File: src/rtl/msr_pkg.sv
// Shared types and constants of the multidrop serial slave receiver.
// Holds the phase encoding, reply codes and the result record.
// No dependencies.
package msr_pkg;

    localparam logic [7:0] ADDR_RESET   = 8'h01;
    localparam logic [7:0] PORT_RESET   = 8'hff;
    localparam logic [7:0] CODE_SUCCESS = 8'h0f;
    localparam logic [7:0] CODE_ERROR   = 8'hf0;

    typedef enum logic [3:0] {
        PH_ADDR  = 4'b0001,
        PH_LEN   = 4'b0010,
        PH_DATA  = 4'b0100,
        PH_CHECK = 4'b1000
    } phase_t;

    typedef enum logic [1:0] {
        REPLY_ECHO    = 2'd0,
        REPLY_SUCCESS = 2'd1,
        REPLY_ERROR   = 2'd2
    } reply_kind_t;

    typedef struct packed {
        logic        valid;
        logic [7:0]  tx_byte;
        reply_kind_t reply_kind;
        logic [7:0]  port_value;
        logic        port_changed;
    } result_t;

endpackage

File: src/rtl/msr_frame_ctrl.sv
// Frame sequencer of the multidrop serial slave receiver.
// Tracks address, length, data and check phases; forms the reply of one beat.
// Depends on msr_pkg.
module msr_frame_ctrl (
    input  logic             aclk,
    input  logic             aresetn,
    input  logic             step,
    input  logic [7:0]       rx_byte,
    input  logic             ninth_bit,
    input  logic [7:0]       own_address,
    output msr_pkg::result_t result
);
    import msr_pkg::*;

    phase_t     phase_reg, phase_next;
    logic [7:0] remaining_reg, remaining_next;
    logic [1:0] position_reg, position_next;
    logic [7:0] xor_reg, xor_next;
    logic [7:0] held_reg, held_next;
    logic [7:0] port_reg, port_next;
    logic [7:0] check_xor;

    assign check_xor = xor_reg ^ rx_byte;

    always_comb begin
        phase_next     = phase_reg;
        remaining_next = remaining_reg;
        position_next  = position_reg;
        xor_next       = xor_reg;
        held_next      = held_reg;
        port_next      = port_reg;
        result         = '{valid: 1'b0, tx_byte: own_address, reply_kind: REPLY_ECHO,
                           port_value: port_reg, port_changed: 1'b0};
        if (phase_reg != PH_ADDR && ninth_bit) begin
            // abort reception, discard the address frame
            phase_next     = PH_ADDR;
            remaining_next = 8'd0;
            position_next  = 2'd0;
            xor_next       = 8'd0;
        end else begin
            unique case (phase_reg)
                PH_ADDR: begin
                    if (ninth_bit && rx_byte == own_address) begin
                        phase_next   = PH_LEN;
                        result.valid = 1'b1;
                    end
                end
                PH_LEN: begin
                    remaining_next = rx_byte;
                    position_next  = 2'd0;
                    xor_next       = rx_byte;
                    phase_next     = (rx_byte == 8'd0) ? PH_CHECK : PH_DATA;
                end
                PH_DATA: begin
                    if (position_reg == 2'd1) begin
                        held_next = rx_byte;
                    end
                    xor_next       = check_xor;
                    position_next  = (position_reg == 2'd2) ? 2'd2 : position_reg + 2'd1;
                    remaining_next = remaining_reg - 8'd1;
                    if (remaining_reg == 8'd1) begin
                        phase_next = PH_CHECK;
                    end
                end
                PH_CHECK: begin
                    remaining_next = 8'd0;
                    position_next  = 2'd0;
                    xor_next       = 8'd0;
                    result.valid   = 1'b1;
                    if (check_xor != 8'd0) begin
                        phase_next        = PH_LEN;
                        result.tx_byte    = CODE_ERROR;
                        result.reply_kind = REPLY_ERROR;
                    end else begin
                        phase_next          = PH_ADDR;
                        port_next           = held_reg;
                        result.tx_byte      = CODE_SUCCESS;
                        result.reply_kind   = REPLY_SUCCESS;
                        result.port_value   = held_reg;
                        result.port_changed = 1'b1;
                    end
                end
                default: begin
                    phase_next = PH_ADDR;
                end
            endcase
        end
    end

    always_ff @(posedge aclk) begin
        if (!aresetn) begin
            phase_reg     <= PH_ADDR;
            remaining_reg <= 8'd0;
            position_reg  <= 2'd0;
            xor_reg       <= 8'd0;
            held_reg      <= 8'd0;
            port_reg      <= PORT_RESET;
        end else if (step) begin
            phase_reg     <= phase_next;
            remaining_reg <= remaining_next;
            position_reg  <= position_next;
            xor_reg       <= xor_next;
            held_reg      <= held_next;
            port_reg      <= port_next;
        end
    end

    a_reset_state: assert property (@(posedge aclk)
        !aresetn |=> phase_reg == PH_ADDR && port_reg == PORT_RESET && held_reg == 8'd0)
        else $error("state not cleared by reset");

    a_success_loads_port: assert property (@(posedge aclk) disable iff (!aresetn)
        step && phase_reg == PH_CHECK && !ninth_bit && check_xor == 8'd0
        |=> port_reg == $past(held_reg) && phase_reg == PH_ADDR)
        else $error("good check did not load port");

    a_bad_check_relen: assert property (@(posedge aclk) disable iff (!aresetn)
        step && phase_reg == PH_CHECK && !ninth_bit && check_xor != 8'd0
        |=> phase_reg == PH_LEN && xor_reg == 8'd0 && $stable(port_reg))
        else $error("bad check did not return to length phase");

    a_data_count: assert property (@(posedge aclk) disable iff (!aresetn)
        phase_reg == PH_DATA |-> remaining_reg != 8'd0)
        else $error("data phase with zero remaining count");

    a_abort: assert property (@(posedge aclk) disable iff (!aresetn)
        step && phase_reg != PH_ADDR && ninth_bit |-> !result.valid)
        else $error("abort produced a reply");

endmodule

File: src/rtl/multidrop_serial_slave_receiver.sv
// Top level of the multidrop serial slave receiver: input register, result register.
// Depends on msr_pkg and msr_frame_ctrl.
//
// channel  direction  tdata                                        tuser
// s_       in         [7:0] rx_byte                                [0] ninth_bit
// m_       out        [7:0] tx_byte, [15:8] port_value, [16] chg   [1:0] reply_kind
// cfg_     in         cfg_wr_data = own_address, written when cfg_wr_en
//
// One beat per cycle while m_tready is high; replies pass the input then the result register.
// The frame sequencer steps once per beat moved from the input to the result register.
// While a reply waits on m_tready, it holds and one more beat parks in the input register.
// Synchronous active-low reset clears the sequencer, own_address to 0x01, port to 0xff.
module multidrop_serial_slave_receiver (
    input  logic        aclk,
    input  logic        aresetn,
    input  logic        cfg_wr_en,
    input  logic [7:0]  cfg_wr_data,
    input  logic        s_tvalid,
    output logic        s_tready,
    input  logic [7:0]  s_tdata,   // [7:0] rx_byte
    input  logic        s_tuser,   // [0] ninth_bit
    output logic        m_tvalid,
    input  logic        m_tready,
    output logic [23:0] m_tdata,   // [7:0] tx_byte, [15:8] port_value, [16] port_changed
    output logic [1:0]  m_tuser    // [1:0] reply_kind
);
    import msr_pkg::*;

    logic       in_valid_reg;
    logic [7:0] in_byte_reg;
    logic       in_ninth_reg;
    logic       out_valid_reg;
    logic [7:0] out_tx_reg;
    logic [1:0] out_kind_reg;
    logic [7:0] out_port_reg;
    logic       out_chg_reg;
    logic [7:0] own_addr_reg;
    logic       advance;
    result_t    result;

    assign advance  = in_valid_reg && (!out_valid_reg || m_tready);
    assign s_tready = !in_valid_reg || advance;

    always_ff @(posedge aclk) begin
        if (!aresetn) begin
            own_addr_reg <= ADDR_RESET;
        end else if (cfg_wr_en) begin
            own_addr_reg <= cfg_wr_data;
        end
    end

    always_ff @(posedge aclk) begin
        if (!aresetn) begin
            in_valid_reg <= 1'b0;
        end else if (s_tready) begin
            in_valid_reg <= s_tvalid;
        end
    end

    always_ff @(posedge aclk) begin
        if (s_tready && s_tvalid) begin
            in_byte_reg  <= s_tdata;
            in_ninth_reg <= s_tuser;
        end
    end

    msr_frame_ctrl u_frame_ctrl (
        .aclk        (aclk),
        .aresetn     (aresetn),
        .step        (advance),
        .rx_byte     (in_byte_reg),
        .ninth_bit   (in_ninth_reg),
        .own_address (own_addr_reg),
        .result      (result)
    );

    always_ff @(posedge aclk) begin
        if (!aresetn) begin
            out_valid_reg <= 1'b0;
        end else if (advance) begin
            out_valid_reg <= result.valid;
        end else if (m_tready) begin
            out_valid_reg <= 1'b0;
        end
    end

    always_ff @(posedge aclk) begin
        if (advance && result.valid) begin
            out_tx_reg   <= result.tx_byte;
            out_kind_reg <= result.reply_kind;
            out_port_reg <= result.port_value;
            out_chg_reg  <= result.port_changed;
        end
    end

    assign m_tvalid = out_valid_reg;
    assign m_tdata  = {7'd0, out_chg_reg, out_port_reg, out_tx_reg};
    assign m_tuser  = out_kind_reg;

endmodule
File: config.mk
export PLATFORM = sky130hd
export DESIGN_NAME = multidrop_serial_slave_receiver
export DESIGN_NICKNAME = d
export VERILOG_FILES = /design/src/rtl/msr_pkg.sv /design/src/rtl/msr_frame_ctrl.sv /design/src/rtl/multidrop_serial_slave_receiver.sv
export SDC_FILE = /design/constraint.sdc
export NUM_CORES = 1
export LEC_CHECK = 0
export BUFFER_PORTS_ARGS = -buffer_cell sky130_fd_sc_hd__buf_2
export CAP_MARGIN = 0
export CORE_MARGIN = 2
export CORE_UTILIZATION = 50
export DETAILED_ROUTE_END_ITERATION = 7
export PLACE_DENSITY = 0.69
export REMOVE_ABC_BUFFERS = 1
export SLEW_MARGIN = 0
export SYNTH_ARGS = -nofsm -noshare
export SYNTH_HDL_FRONTEND = slang
export SYNTH_HIERARCHICAL = 1
export SYNTH_SLANG_ARGS = --single-unit
File: constraint.sdc
create_clock -name aclk -period 5.3 [get_ports aclk]
set_input_delay 0.795 -clock aclk [delete_from_list [all_inputs] [get_ports aclk]]
set_output_delay 0.795 -clock aclk [all_outputs]
set_load 0.02 [all_outputs]
==> run summary <==
max-slew violation count: 0
die footprint: 8430 um^2
ys async rst share: 0%
TritonCTS Buffers: 9
core area: 7610 um^2
DRT iter0 DRCs: 286
clk_skew: 7.39 ps
first-pass GRT wire length: 13600 um
hold buffer count at CTS: 0
Longest Clk Path Bufs: 2
via/cell ratio: 5.61
Pre-antenna DRT Iters: 5
synth cell count leaders: dfxtp_1 (48), nand2_1 (34), edfxtp_1 (28), mux2i_1 (24), nor2_1 (22)
PwrDens: 265 nW/um^2
WL per Instance: 15.7 um
area leader, netlist: dfxtp_1
Initial Util: 50.7%
Global Route Usage Sum: 20.4%
CTS sink cnt: 76
post-route ant nets: 0
register area share after synthesis: 46.7%
synth top area cells: dfxtp_1 (25%), edfxtp_1 (22%), mux2i_1 (6.2%)
Synth Flop Type: dfxtp_1
Ports: 50
worst hold stages: 2
gr ovfl total: 0
port buffer count: 42
CTS-repair resized insts: 0
layout cells sized above 1: 15.2%
setup TNS: 0 ps
vias after detailed routing: 2926
WS Path Type: reg2reg
H-Tree Depth: 3
synthesized flop and latch total: 76
Max Cap Viol: 0
synth warn: 6
number of post-CTS setup repair buffers: 0
reg2reg path depth: 5
outcome: completed
Clock transition at path regs: 80 ps
Layout Area Growth over Synthesis: 9.05%
Hold Path Origin: u_frame_ctrl/position_reg[1]
Tmin final: 2740 ps
CTS tree: built
RD Place Congestion: 0.842
die width: 91.8 um
DRC violations left: 0
crit share post-route: 51.7%
CP required: 5400 ps
DP HPWL: 5300 um
Mapped Area: 3860 um^2
share of the synthesized area in the top cell type: 24.9%
r2r endpoint: out_port_reg[5]
Max VDD drop: 0.000189 V
setup ws final: 2560 ps
FF-to-FF Start: in_byte_reg[6]
Die H: 91.8 um
initial antenna violation count: 0
cells after synthesis: 393
Clock Latency Late Sink: 350 ps
Yosys cell types: 57
vias in the first global route: 2790
FP Rows: 32
unrepaired setup endpoints after global routing: false
Place WS: 2590 ps
final WL: 8200 um
Worst Hold Class: reg2reg
R2R setup slack: 2560 ps
Slew Limit Headroom: 30.8%
Slew @ Worst Pin: 1030 ps
largest net degree at the start of global routing: 52
Critical Path AT: 2840 ps
Worst setup startpoint: in_byte_reg[6]
crit end category: flip-flop
Syn Area/Cell: 9.82 um^2
Final Hold Fails: 0
crit path to: out_port_reg[5]
worst-path fanout max: 18
fmax: 365 MHz
CP startpoint kind: flip-flop
CTS Root Cell: clkbuf_8
Leak: 1.64 nW
EDFF count, synth: 28
# diodes: 0
final setup fails: 0
fin nets: 441
count leader, synth: dfxtp_1
==> cells in the final DEF, fill, tap and decap left out, types with 5 or more instances in the layout <==
master,instances
nor4_1,6
a21oi_1,14
xor2_1,13
a31oi_1,7
o22ai_1,5
dfxtp_1,48
clkbuf_8,9
xnor2_1,5
o21a_1,5
a211oi_1,5
o21ai_0,7
a21boi_1,10
and2_1,8
mux2_1,8
nor2_1,22
buf_2,42
nand2_1,34
nand3_1,6
o21ai_1,10
edfxtp_1,28
conb_1,7
inv_1,10
nor2b_1,18
mux2i_1,24
nor3b_1,6
==> worst min path at each step <==
stage / to / slack, ps
final: u_frame_ctrl/position_reg[1] / 470
after global routing: u_frame_ctrl/port_reg[0] / 500
after CTS: u_frame_ctrl/position_reg[1] / 470
after detailed placement: u_frame_ctrl/port_reg[3] / 460
after global placement: u_frame_ctrl/port_reg[7] / 450
after floorplan: u_frame_ctrl/position_reg[1] / 430
==> critical path, cell delays in order, from the launching register on <==
cell and delay [ps]:
edfxtp_1 570, xor2_1 230, nor4_1 430, and2_1 260
and2b_1 610, mux2_1 390
==> cell families after synthesis <==
group                      share of synthesized area [%]
and+or+nand+nor                                     17.4
DFF                                                 46.7
xor gates and xnor gates                            4.09
other                                             0.0972
buffers and inverters                               6.65
AOI/OAI and AO/OA                                   15.2
adders and majority gates                           1.30
muxes                                               8.56
==> layer usage <==
layer / share of wire, % / routed length (um) / GRT usage (%)
met1: 47 / 3850 / 27.2
met2: 46 / 3810 / 33.0
met3: 5.4 / 445 / 4.11
met4: 1.1 / 91 / 7.21
met5: 0 / 0 / 0
==> stage by stage <==
stage	instance area (um^2)	instances	hold slack, ps	power (mW)	util, %
after floorplan	3660	360	431	0.664	-
final	4210	522	471	1.11	55.3
after global routing	4210	522	498	1.15	55.3
after global placement	4010	506	448	0.689	52.8
after detailed placement	4010	506	458	0.690	52.8
after CTS	4210	522	472	1.12	55.3
==> report_power, final <==
part | internal, mW | switching [mW] | leakage, nW
clock network | 0.218 | 0.219 | 0.0966
logic | 0.0233 | 0.0262 | 0.893
registers | 0.611 | 0.0164 | 0.656
total | 0.853 | 0.261 | 1.64
==> cell type report <==
| type | count | area (um^2) |
|---|---|---|
| fillers | 701 | 3400 |
| repair buffers | 44 | 225 |
| flip-flops and latches | 76 | 1800 |
| inverters | 10 | 37.5 |
| well taps | 102 | 128 |
| clock buffers | 10 | 128 |
| multi-input cells | 274 | 1820 |
| clock inverters | 6 | 65.1 |
(Power assumes the default switching activity.)
